--- config.mk ---
export PLATFORM = sky130hd
export DESIGN_NAME = hsv_to_rgb_led_drive
export DESIGN_NICKNAME = d
export VERILOG_FILES = /design/src/rtl/core/hsvled_pkg.sv /design/src/rtl/core/hsvled_cdiv.sv /design/src/rtl/core/hsv_to_rgb_led_drive.sv
export SDC_FILE = /design/constraint.sdc
export NUM_CORES = 2
export LEC_CHECK = 0
export ABC_AREA = 1
export BUFFER_PORTS_ARGS = -buffer_cell sky130_fd_sc_hd__buf_2
export CORE_ASPECT_RATIO = 1.75
export CORE_UTILIZATION = 48
export CTS_CLUSTER_DIAMETER = 60
export DETAILED_ROUTE_END_ITERATION = 6
export GPL_TIMING_DRIVEN = 0
export SYNTH_ARGS = -nofsm -noshare
export SYNTH_HDL_FRONTEND = slang
export SYNTH_SLANG_ARGS = --single-unit
--- constraint.sdc ---
create_clock -name clk -period 28.5 [get_ports clk]
set_input_delay 5.7 -clock clk [delete_from_list [all_inputs] [get_ports clk]]
set_output_delay 5.7 -clock clk [all_outputs]
set_load 0.03 [all_outputs]
--- src/rtl/core/hsvled_pkg.sv ---
// ----------------------------------------------------------------------------
// hsvled_pkg
// Shared types and constants for the HSV to RGB LED drive pipeline.
// ----------------------------------------------------------------------------
package hsvled_pkg;

    localparam int unsigned CH_W   = 8;
    localparam int unsigned HUE_W  = 9;
    localparam int unsigned NUM_CH = 3;

    localparam logic [HUE_W-1:0] HUE_MAX     = 9'd359;
    localparam logic [5:0]       SECTOR_SPAN = 6'd60;
    localparam logic [CH_W-1:0]  FULL_SCALE  = 8'd255;
    // 60 * 255: the full-scale weight used by q and t
    localparam logic [13:0]      FULL_SPAN   = 14'd15300;

    localparam int unsigned CFG_IDX_W  = 2;
    localparam int unsigned CFG_DATA_W = 8;

    typedef enum logic [CFG_IDX_W-1:0] {
        REG_BRIGHTNESS   = 2'd0,
        REG_GAMMA_ENABLE = 2'd1,
        REG_COMMON_ANODE = 2'd2
    } cfg_reg_t;

    typedef enum logic [2:0] {
        SECTOR_0 = 3'd0,
        SECTOR_1 = 3'd1,
        SECTOR_2 = 3'd2,
        SECTOR_3 = 3'd3,
        SECTOR_4 = 3'd4,
        SECTOR_5 = 3'd5
    } sector_t;

    localparam logic [7:0] GAMMA_ROM [256] = '{
        8'd0, 8'd0, 8'd0, 8'd0, 8'd0, 8'd0, 8'd0, 8'd0,
        8'd0, 8'd0, 8'd0, 8'd0, 8'd0, 8'd0, 8'd0, 8'd0,
        8'd0, 8'd0, 8'd0, 8'd0, 8'd0, 8'd0, 8'd0, 8'd0,
        8'd0, 8'd0, 8'd0, 8'd0, 8'd0, 8'd0, 8'd0, 8'd1,
        8'd1, 8'd1, 8'd1, 8'd1, 8'd1, 8'd1, 8'd1, 8'd1,
        8'd1, 8'd1, 8'd1, 8'd1, 8'd1, 8'd1, 8'd2, 8'd2,
        8'd2, 8'd2, 8'd2, 8'd2, 8'd3, 8'd3, 8'd3, 8'd3,
        8'd3, 8'd4, 8'd4, 8'd4, 8'd4, 8'd5, 8'd5, 8'd5,
        8'd5, 8'd6, 8'd6, 8'd6, 8'd7, 8'd7, 8'd7, 8'd8,
        8'd8, 8'd9, 8'd9, 8'd10, 8'd10, 8'd10, 8'd11, 8'd11,
        8'd12, 8'd12, 8'd13, 8'd13, 8'd14, 8'd15, 8'd15, 8'd16,
        8'd16, 8'd17, 8'd18, 8'd19, 8'd19, 8'd20, 8'd21, 8'd22,
        8'd23, 8'd23, 8'd24, 8'd25, 8'd26, 8'd27, 8'd28, 8'd29,
        8'd30, 8'd31, 8'd32, 8'd33, 8'd34, 8'd35, 8'd36, 8'd37,
        8'd38, 8'd40, 8'd41, 8'd42, 8'd43, 8'd44, 8'd46, 8'd47,
        8'd48, 8'd50, 8'd51, 8'd52, 8'd54, 8'd55, 8'd56, 8'd58,
        8'd59, 8'd61, 8'd62, 8'd64, 8'd65, 8'd67, 8'd68, 8'd70,
        8'd71, 8'd73, 8'd74, 8'd76, 8'd78, 8'd79, 8'd81, 8'd83,
        8'd84, 8'd86, 8'd88, 8'd90, 8'd91, 8'd93, 8'd95, 8'd97,
        8'd99, 8'd100, 8'd102, 8'd104, 8'd106, 8'd108, 8'd110, 8'd112,
        8'd114, 8'd116, 8'd118, 8'd120, 8'd122, 8'd124, 8'd126, 8'd128,
        8'd130, 8'd132, 8'd134, 8'd136, 8'd138, 8'd141, 8'd143, 8'd145,
        8'd147, 8'd149, 8'd152, 8'd154, 8'd156, 8'd159, 8'd161, 8'd163,
        8'd166, 8'd168, 8'd170, 8'd173, 8'd175, 8'd178, 8'd180, 8'd183,
        8'd185, 8'd188, 8'd190, 8'd193, 8'd195, 8'd198, 8'd201, 8'd203,
        8'd206, 8'd209, 8'd211, 8'd214, 8'd217, 8'd220, 8'd222, 8'd225,
        8'd228, 8'd231, 8'd234, 8'd237, 8'd239, 8'd242, 8'd245, 8'd248,
        8'd251, 8'd254, 8'd255, 8'd255, 8'd255, 8'd255, 8'd255, 8'd255,
        8'd255, 8'd255, 8'd255, 8'd255, 8'd255, 8'd255, 8'd255, 8'd255,
        8'd255, 8'd255, 8'd255, 8'd255, 8'd255, 8'd255, 8'd255, 8'd255,
        8'd255, 8'd255, 8'd255, 8'd255, 8'd255, 8'd255, 8'd255, 8'd255,
        8'd255, 8'd255, 8'd255, 8'd255, 8'd255, 8'd255, 8'd255, 8'd255
    };

endpackage

--- src/rtl/core/hsvled_cdiv.sv ---
// ----------------------------------------------------------------------------
// hsvled_cdiv
// Two-stage floor division by a constant: reciprocal estimate, then one
// remainder check that corrects the estimate by at most one.
// ----------------------------------------------------------------------------
module hsvled_cdiv
    import hsvled_pkg::*;
#(
    parameter int unsigned X_W   = 16,
    parameter int unsigned DIV   = 255,
    parameter int unsigned SHIFT = 16
)
(
    input  logic            clk,
    input  logic            en,
    input  logic [X_W-1:0]  x,
    output logic [CH_W-1:0] q
);

    localparam longint unsigned RECIP = (64'd1 << SHIFT) / DIV;
    localparam int unsigned     M_W   = $clog2(RECIP + 1);
    localparam int unsigned     P_W   = X_W + M_W;

    logic [P_W-1:0]  prod;
    logic [X_W-1:0]  x_reg;
    logic [CH_W-1:0] est_reg;
    logic [X_W-1:0]  rem;
    logic [CH_W-1:0] q_reg;
    logic [CH_W-1:0] q_next;

    // Truncated reciprocal never overshoots and is short by at most one
    assign prod = P_W'(x) * P_W'(RECIP);

    always_comb
    begin
        rem = x_reg - X_W'(X_W'(est_reg) * X_W'(DIV));
        if (rem >= X_W'(DIV))
        begin
            q_next = est_reg + 8'd1;
        end
        else
        begin
            q_next = est_reg;
        end
    end

    always_ff @(posedge clk)
    begin
        if (en)
        begin
            x_reg   <= x;
            est_reg <= prod[SHIFT +: CH_W];
            q_reg   <= q_next;
        end
    end

    assign q = q_reg;

endmodule

--- src/rtl/core/hsv_to_rgb_led_drive.sv ---
// ----------------------------------------------------------------------------
// hsv_to_rgb_led_drive
// HSV pixel to RGB conversion with per-channel LED PWM drive levels.
// ----------------------------------------------------------------------------
// Input stream s_axis carries one HSV pixel per transaction; hue above 359
// is treated as 359. Output stream m_axis carries the raw RGB colour and the
// three drive levels (brightness scale, optional gamma, optional inversion).
// The configuration port writes brightness, gamma enable and common anode
// at any edge where cfg_wr_en is high; write it only while the pipe is empty.
// Nine register stages lie between an input transaction and its output
// valid; each holds at most one multiply or one constant-division step, so
// the clock sets the rate: one pixel is accepted every cycle unless stalled.
// All stages advance together: when the output holds an unaccepted result,
// s_axis_tready drops and every stage holds, so nothing is lost or repeated.
// Reset clears all valid bits and loads brightness 255, gamma and common
// anode off. Results leave in input order.
// ----------------------------------------------------------------------------
module hsv_to_rgb_led_drive
    import hsvled_pkg::*;
(
    input  logic                  clk,
    input  logic                  rst_n,

    input  logic                  s_axis_tvalid,
    output logic                  s_axis_tready,
    // [8:0] hue, [16:9] saturation, [24:17] value_level, [31:25] zero
    input  logic [31:0]           s_axis_tdata,

    output logic                  m_axis_tvalid,
    input  logic                  m_axis_tready,
    // [7:0] raw_red, [15:8] raw_green, [23:16] raw_blue,
    // [31:24] drive_red, [39:32] drive_green, [47:40] drive_blue
    output logic [47:0]           m_axis_tdata,

    input  logic                  cfg_wr_en,
    input  logic [CFG_IDX_W-1:0]  cfg_index,
    input  logic [CFG_DATA_W-1:0] cfg_data
);

    localparam int unsigned NUM_STAGES = 9;

    // ---------------- configuration ----------------
    logic [CH_W-1:0] brightness_reg;
    logic            gamma_enable_reg;
    logic            common_anode_reg;

    always_ff @(posedge clk or negedge rst_n)
    begin
        if (!rst_n)
        begin
            brightness_reg   <= FULL_SCALE;
            gamma_enable_reg <= 1'b0;
            common_anode_reg <= 1'b0;
        end
        else if (cfg_wr_en)
        begin
            unique case (cfg_index)
                REG_BRIGHTNESS:   brightness_reg   <= cfg_data;
                REG_GAMMA_ENABLE: gamma_enable_reg <= cfg_data[0];
                REG_COMMON_ANODE: common_anode_reg <= cfg_data[0];
                default:          ;
            endcase
        end
    end

    // ---------------- pipeline control ----------------
    logic                  en;
    logic [NUM_STAGES:1]   vld_reg;

    assign en            = !vld_reg[NUM_STAGES] || m_axis_tready;
    assign s_axis_tready = en;
    assign m_axis_tvalid = vld_reg[NUM_STAGES];

    always_ff @(posedge clk or negedge rst_n)
    begin
        if (!rst_n)
        begin
            vld_reg <= '0;
        end
        else if (en)
        begin
            vld_reg <= {vld_reg[NUM_STAGES-1:1], s_axis_tvalid};
        end
    end

    // ---------------- stage 1: clamp hue, split into sector and offset ----------------
    logic [HUE_W-1:0] hue;
    logic [CH_W-1:0]  sat_in;
    logic [CH_W-1:0]  val_in;
    logic [HUE_W-1:0] hue_c;
    logic [HUE_W-1:0] sec_base;
    sector_t          sec_s;
    logic [HUE_W-1:0] f_wide;

    assign hue    = s_axis_tdata[8:0];
    assign sat_in = s_axis_tdata[16:9];
    assign val_in = s_axis_tdata[24:17];

    always_comb
    begin
        hue_c = (hue > HUE_MAX) ? HUE_MAX : hue;
        priority if (hue_c >= 9'd300)
        begin
            sec_s    = SECTOR_5;
            sec_base = 9'd300;
        end
        else if (hue_c >= 9'd240)
        begin
            sec_s    = SECTOR_4;
            sec_base = 9'd240;
        end
        else if (hue_c >= 9'd180)
        begin
            sec_s    = SECTOR_3;
            sec_base = 9'd180;
        end
        else if (hue_c >= 9'd120)
        begin
            sec_s    = SECTOR_2;
            sec_base = 9'd120;
        end
        else if (hue_c >= 9'd60)
        begin
            sec_s    = SECTOR_1;
            sec_base = 9'd60;
        end
        else
        begin
            sec_s    = SECTOR_0;
            sec_base = 9'd0;
        end
        f_wide = hue_c - sec_base;
    end

    sector_t         sec1_reg;
    logic [5:0]      f1_reg;
    logic [5:0]      fc1_reg;
    logic [CH_W-1:0] s1_reg;
    logic [CH_W-1:0] v1_reg;

    always_ff @(posedge clk)
    begin
        if (en)
        begin
            sec1_reg <= sec_s;
            f1_reg   <= f_wide[5:0];
            fc1_reg  <= SECTOR_SPAN - f_wide[5:0];
            s1_reg   <= sat_in;
            v1_reg   <= val_in;
        end
    end

    // ---------------- stage 2: saturation products ----------------
    sector_t         sec2_reg;
    logic [13:0]     sf2_reg;
    logic [13:0]     sfc2_reg;
    logic [15:0]     pn2_reg;
    logic [CH_W-1:0] v2_reg;

    always_ff @(posedge clk)
    begin
        if (en)
        begin
            sec2_reg <= sec1_reg;
            sf2_reg  <= 14'(s1_reg) * 14'(f1_reg);
            sfc2_reg <= 14'(s1_reg) * 14'(fc1_reg);
            pn2_reg  <= 16'(v1_reg) * 16'(FULL_SCALE - s1_reg);
            v2_reg   <= v1_reg;
        end
    end

    // ---------------- stage 3: numerators of q and t ----------------
    sector_t         sec3_reg;
    logic [21:0]     qn3_reg;
    logic [21:0]     tn3_reg;
    logic [15:0]     pn3_reg;
    logic [CH_W-1:0] v3_reg;

    always_ff @(posedge clk)
    begin
        if (en)
        begin
            sec3_reg <= sec2_reg;
            qn3_reg  <= 22'(v2_reg) * 22'(FULL_SPAN - sf2_reg);
            tn3_reg  <= 22'(v2_reg) * 22'(FULL_SPAN - sfc2_reg);
            pn3_reg  <= pn2_reg;
            v3_reg   <= v2_reg;
        end
    end

    // ---------------- stages 4-5: constant divisions for p, q, t ----------------
    logic [CH_W-1:0] p5;
    logic [CH_W-1:0] q5;
    logic [CH_W-1:0] t5;

    hsvled_cdiv #(.X_W(16), .DIV(255), .SHIFT(16)) u_div_p
    (
        .clk (clk),
        .en  (en),
        .x   (pn3_reg),
        .q   (p5)
    );

    hsvled_cdiv #(.X_W(22), .DIV(15300), .SHIFT(22)) u_div_q
    (
        .clk (clk),
        .en  (en),
        .x   (qn3_reg),
        .q   (q5)
    );

    hsvled_cdiv #(.X_W(22), .DIV(15300), .SHIFT(22)) u_div_t
    (
        .clk (clk),
        .en  (en),
        .x   (tn3_reg),
        .q   (t5)
    );

    sector_t         sec4_reg;
    sector_t         sec5_reg;
    logic [CH_W-1:0] v4_reg;
    logic [CH_W-1:0] v5_reg;

    always_ff @(posedge clk)
    begin
        if (en)
        begin
            sec4_reg <= sec3_reg;
            sec5_reg <= sec4_reg;
            v4_reg   <= v3_reg;
            v5_reg   <= v4_reg;
        end
    end

    // ---------------- stage 6: place channels, scale by brightness ----------------
    logic [CH_W-1:0] rgb [NUM_CH];

    always_comb
    begin
        unique case (sec5_reg)
            SECTOR_0:
            begin
                rgb[0] = v5_reg; rgb[1] = t5;     rgb[2] = p5;
            end
            SECTOR_1:
            begin
                rgb[0] = q5;     rgb[1] = v5_reg; rgb[2] = p5;
            end
            SECTOR_2:
            begin
                rgb[0] = p5;     rgb[1] = v5_reg; rgb[2] = t5;
            end
            SECTOR_3:
            begin
                rgb[0] = p5;     rgb[1] = q5;     rgb[2] = v5_reg;
            end
            SECTOR_4:
            begin
                rgb[0] = t5;     rgb[1] = p5;     rgb[2] = v5_reg;
            end
            default:
            begin
                rgb[0] = v5_reg; rgb[1] = p5;     rgb[2] = q5;
            end
        endcase
    end

    logic [CH_W-1:0] raw6_reg  [NUM_CH];
    logic [15:0]     prod6_reg [NUM_CH];
    logic [CH_W-1:0] raw7_reg  [NUM_CH];
    logic [CH_W-1:0] raw8_reg  [NUM_CH];
    logic [CH_W-1:0] raw9_reg  [NUM_CH];
    logic [CH_W-1:0] lvl8      [NUM_CH];
    logic [CH_W-1:0] drv9_reg  [NUM_CH];

    // ---------------- stages 7-8: divide by 255; stage 9: gamma, invert ----------------
    for (genvar c = 0; c < NUM_CH; c++)
    begin : g_ch
        logic [CH_W-1:0] gam;

        hsvled_cdiv #(.X_W(16), .DIV(255), .SHIFT(16)) u_div_drv
        (
            .clk (clk),
            .en  (en),
            .x   (prod6_reg[c]),
            .q   (lvl8[c])
        );

        assign gam = gamma_enable_reg ? GAMMA_ROM[lvl8[c]] : lvl8[c];

        always_ff @(posedge clk)
        begin
            if (en)
            begin
                raw6_reg[c]  <= rgb[c];
                prod6_reg[c] <= 16'(rgb[c]) * 16'(brightness_reg);
                raw7_reg[c]  <= raw6_reg[c];
                raw8_reg[c]  <= raw7_reg[c];
                raw9_reg[c]  <= raw8_reg[c];
                drv9_reg[c]  <= common_anode_reg ? (FULL_SCALE - gam) : gam;
            end
        end
    end

    assign m_axis_tdata = {drv9_reg[2], drv9_reg[1], drv9_reg[0],
                           raw9_reg[2], raw9_reg[1], raw9_reg[0]};

    // ---------------- assertions ----------------
    a_ready_follows_output: assert property (@(posedge clk) disable iff (!rst_n)
        s_axis_tready == (!m_axis_tvalid || m_axis_tready))
        else $error("input ready does not track output stall");

    a_accept_enters_pipe: assert property (@(posedge clk) disable iff (!rst_n)
        (s_axis_tvalid && s_axis_tready) |=> vld_reg[1])
        else $error("accepted transaction missing from first stage");

    a_result_leaves_on_accept: assert property (@(posedge clk) disable iff (!rst_n)
        $fell(m_axis_tvalid) |-> $past(m_axis_tready))
        else $error("result dropped without being taken");

endmodule
==> After elaboration in Yosys (flattened, before gate mapping) <==
Memories as Yosys holds them, arrays and structs flattened.
Index checks and enable logic that the tools add are counted.
{ "totals": {"latch_bits": 0, "inputBits": 47, "ram_bits": 168, "memories": 9, "reg_bits": 402, "output_inout_bits": 50, "elab_cells": 154, "rom_bits": 6144} }
{ "memory_table": {"columns": ["memory", "words", "width", "rd", "rd_clocked_by_memory_dff", "wr", "line", "source"], "rows": [
  ["(no name shown)", 256, 8, 1, 0, 0, "hsv_to_rgb_led_drive.sv:290", "assign gam = gamma_enable_reg ? GAMMA_ROM[lvl8[c]] : lvl8[c];"],
  ["(no name shown)", 256, 8, 1, 0, 0, "hsv_to_rgb_led_drive.sv:290", null],
  ["(no name shown)", 256, 8, 1, 0, 0, "hsv_to_rgb_led_drive.sv:290", null],
  ["prod6_reg", 3, 16, 3, 0, 3, "hsv_to_rgb_led_drive.sv:270", "logic [15:0] prod6_reg [NUM_CH];"],
  ["drv9_reg", 3, 8, 3, 0, 3, "hsv_to_rgb_led_drive.sv:275", "logic [CH_W-1:0] drv9_reg [NUM_CH];"],
  ["raw6_reg", 3, 8, 3, 0, 3, "hsv_to_rgb_led_drive.sv:269", "logic [CH_W-1:0] raw6_reg [NUM_CH];"],
  ["+3 memories", null, null, null, null, null, null, null]
]} }
{ "op_classes": {"n_mul": 20, "magnitude_cmp": 15, "eq_ne": 6, "add_sub_neg": 20, "div_mod_pow": 0, "n_bitwise": 3, "muxes": 31, "n_shift": 0, "reduce_logical": 8} }
{ "op_table": {"columns": ["op", "n"], "rows": [
  ["$mux 8", 18],
  ["$pmux 24 s5", 1],
  ["$mul 16x9->24 const B", 4],
  ["$ge 16x8->1 const B", 4],
  ["$mul 8x8->16 const B", 4],
  ["$sub 16x16->16", 4],
  ["$mul 22x8->29 const B", 2],
  ["$add 8x1->8 const B", 6],
  ["$mul 8x8->16", 3],
  ["$ge 22x14->1 const B", 2],
  ["$mul 9x15->22", 2],
  ["$sub 22x22->22", 2],
  ["$mul 8x12->20 const B", 2],
  ["$ge 9x9->1 const B", 4],
  ["$mux 6", 5],
  ["$sub 14x14->15 const A", 2],
  ["$mul 8x6->14", 2],
  ["$not 8->9", 3],
  ["$sub 8x8->8 const A", 3],
  ["$ge 9x8->1 const B", 2],
  ["$mul 9x9->16", 1],
  ["$ge 9x6->1 const B", 1],
  ["$ge 9x7->1 const B", 1],
  ["$gt 9x9->1 const B", 1],
  ["17 further kinds", 24]
]} }

==> Logic depth before layout (Yosys ltp) <==
{ "depth": {"depth_word": 10, "ltp_mapped": 34, "depth_no_buf": 33} }

==> Hierarchy <==
A second synthesis with hierarchy kept.
{ "unflattened": {"hier_cells": 8081, "area_unflattened_um2": 67181.9} }
{ "by_module_without_submodules": {"columns": ["module", "seq_area_each_um2", "area_per_inst_um2", "n_inst", "cells_per_inst"], "rows": [
  ["hsv_to_rgb_led_drive", 10815.4, 36378.6, 1, 4254],
  ["hsvled_cdiv (g_ch[1].u_div_drv ...)", 960.9, 4371.7, 3, 519],
  ["hsvled_cdiv (u_div_q)", 1081.0, 6688.9, 1, 886],
  ["hsvled_cdiv (u_div_t)", 1081.0, 6642.6, 1, 865],
  ["hsvled_cdiv (g_ch[0].u_div_drv)", 960.9, 4356.7, 1, 519]
]} }

==> Worst setup path after synthesis <==
OpenSTA, ideal clock, no wires.
{ "synth_path": {"kind": "input port to output port", "start": "input m_axis_tready", "end": "output s_axis_tready", "cell_stages": 3, "arrival_time_ns": 20.929, "required_ns": 22.800, "n_path_buf": 1, "path_slack_ns": 1.871, "path_cell_list": "inv_1 nand2_1 clkbuf_1"} }
{ "synth_via": {"elab_chain_len": 1} }
{ "synth_rtl": {"columns": ["element", "line", "source"], "rows": [
  ["start: declaration", "hsv_to_rgb_led_drive.sv:30", "input logic m_axis_tready,"],
  ["$logic_or 1x1->1", "hsv_to_rgb_led_drive.sv:70", "assign en = !vld_reg[NUM_STAGES] || m_axis_tready;"],
  ["end: declaration", "hsv_to_rgb_led_drive.sv:25", "output logic s_axis_tready,"]
]} }
No other way between the ends.

==> Worst setup path in the final report <==
Same ends and word-level chain as after synthesis.

==> results_dict.tcl <==
set metrics [dict create \
    status "finished, final reports clean" \
    fin_crit_sh_pct 47.0 \
    antenna_found_initial 1 \
    synthCells 7153 \
    vias_per_cell 5.25 \
    tightest_slew_ns 1.09 \
    ctsResizeCount 0 \
    ys_seq_area_share_pct 26.5 \
    clk_pin_slew_ns 0.06 \
    final_nets 8833 \
    crit_fanout 51 \
    area_growth_pct 7.76 \
    rsz0062_at_grt "no" \
    final_area_sq_um 68500 \
    synth.net_count 8672 \
    synthMuxAreaShare_pct 0.0335 \
    cp.required_ns 22.80 \
    postCtsSetupBuffers 0 \
    maxCapViolCount 0 \
    coreArea_sq_um 131000 \
    layout_commonest_cell "inv_1" \
    hold_slack_ns 0.410 \
    regArea_sq_um 16800 \
    yosysTopAreaCell "edfxtp_1" \
    criticalPathCategory "in2out" \
    die_area_sq_um 134000 \
    cts-root-buf "clkbuf_16" \
    drc 0 \
    yosysWarnings 0 \
    grtUsageTotal_pct 24.3 \
    ys_async_sr_fraction_pct 3.37 \
    placedInstanceArea_sq_um 66400 \
    clock_skew_ns 0.0457 \
    htree_levels 2 \
    end_kind "primary output" \
    drive_gt1_share_pct 5.08 \
    syn_area_sq_um 63600 \
    start_util_pct 48.4 \
    clock_latency_ns 0.69 \
    ys_ff_latch 563 \
    multi_input_area_sq_um 40400 \
    grt.met3_usage_pct 2.20 \
    fmax_mhz 74.6 \
    synth_top_area_share_pct 25.7 \
    crit_path_max_incr_delay_ns 0.65 \
    synth_xor_area_share_pct 4.23 \
    vias 47500 \
    final_util_pct 52.1 \
    synth_edf_count 544 \
    fill_cells 12300 \
    synth_flop_cell "edfxtp_1" \
    crit_path_top_delay_cell "clkbuf_4" \
    ant_nets 0 \
    grt_pass1_vias 50900 \
    drt-wirelength-per-cell_um 17.6 \
    setup_viol 0 \
    gp_congestion 0.946 \
    dr.pass1.iters 6 \
    synth_top_family_by_area "adder cells" \
    grt_busiest_layer "met2" \
    die_x_um 277 \
    cts_tree "built" \
    path_cells "buf_2 > inv_1 > nand2_1 > clkbuf_4 > buf_16 > buf_16 > buf_2" \
    cp.arrival_ns 7.70 \
    start_kind "input port" \
    die_h_um 483 \
    hold_violations 0 \
    cts.sinks 563 \
    io_pins 97 \
    fin_crit_ns 13.40 \
    io_buffer_count 89 \
    place_hpwl_mm 135 \
    clock_path_buffers 3 \
    crit_family "buffers and inverters" \
    hp-class "reg2reg" \
    ys_types 75 \
    r2r_slack_ns 21.89 \
    grt_pass1_wl_mm 257 \
    timing.critical_path.buf_inv 6 \
    num_rows 176 \
    relSlewSlack_pct 27.4 \
    synth_compound_gate_area_share_pct 7.52 \
    gr-usage-met2_pct 49.6 \
    hold_buffers 0 \
    numCtsBuffers 61 \
    routed_wl_mm 159 \
    drt_first_iter_violations 2139 \
    synthSimpleGateAreaFrac_pct 15.3 \
    layout_common_cells "1,547 x inv_1, 1,304 x nand2_1, 842 x ha_1" \
    grt.overflow.total 0 \
    syn_avg_cell_area_sq_um 8.89 \
    grt_max_degree 74 \
    use_met1_pct 22.2 \
    slew_viol_final 0 \
    synthAdderAreaFrac_pct 36.4 \
    synth_area_leaders "edfxtp_1 26%, fa_1 20%, ha_1 17%" \
]
==> metrics by stage <==
stage	cells	TNS (ns)	worst slack (ns)
final	9058	0	15.10
after global routing	9058	0	14.95
after CTS	9057	0	15.06
after detailed placement	8942	0	15.07
after global placement	8933	-6.92	-6.21
after floorplan	7153	0	1.87
==> cells by family after synthesis <==
group	Yosys count
XOR/XNOR	305
AND/OR/NAND/NOR	2305
AO/OA/AOI/OAI	816
buffers and inverters	1690
flip-flops	563
multiplexers	2
adder cells (fa/ha/maj)	1472
==> worst paths after layout <==
| path | startpoint | endpoint | depth (start not counted) |
|---|---|---|---|
| min in group asynchronous | rst_n | vld_reg[7] | 1 |
| max reg2reg | u_div_t.est_reg[5] | u_div_t.q[7] | 28 |
| max in group asynchronous | rst_n | brightness_reg[5] | 1 |
| min | pn2_reg[10] | pn3_reg[10] | 0 |
| max | m_axis_tready | s_axis_tready | 7 |
| min reg2reg | pn2_reg[10] | pn3_reg[10] | 0 |
==> metal layers <==
metal	up-vias	wire length, um
met1	22900	52400
met4	0	11900
met5	-	0
met2	986	90400
li1	23100	-
met3	485	4360
==> layout make-up <==
cell class	count	share of cell area [%]
repair buffers	98	1.01
diodes	1	0.00365
well taps	1691	3.09
clock inverters	49	0.824
multi-input cells	4900	58.9
clock buffers	66	2.27
inverters	1575	8.64
flip-flops and latches	563	24.6
plain buffers	115	0.701
==> cells in the mapped netlist, types with 11 or more instances <==
| cell type | count |
|---|---|
| fa_1 | 630 |
| nor3_1 | 34 |
| a21oi_1 | 356 |
| nand4_1 | 75 |
| o211ai_1 | 28 |
| o21bai_1 | 18 |
| a211oi_1 | 18 |
| nor2_1 | 524 |
| ha_1 | 842 |
| a221oi_1 | 12 |
| clkbuf_1 | 78 |
| nand3_1 | 245 |
| or2_2 | 24 |
| a21o_1 | 21 |
| a31oi_1 | 27 |
| o21ai_1 | 18 |
| buf_2 | 27 |
| o22ai_1 | 12 |
| xnor2_1 | 91 |
| inv_2 | 18 |
| xor2_1 | 212 |
| dfrtp_1 | 11 |
| nand2_1 | 1304 |
| o21ai_0 | 204 |
| edfxtp_1 | 544 |
| a22oi_1 | 12 |
| nand3b_1 | 15 |
| o2111ai_1 | 20 |
| inv_1 | 1547 |
| nor2_4 | 11 |
| o31ai_1 | 12 |
| a21oi_2 | 14 |
| nor2_2 | 13 |
Power is not shown: default switching activity piles up to over one toggle a cycle in this logic, so the estimate is an artifact.
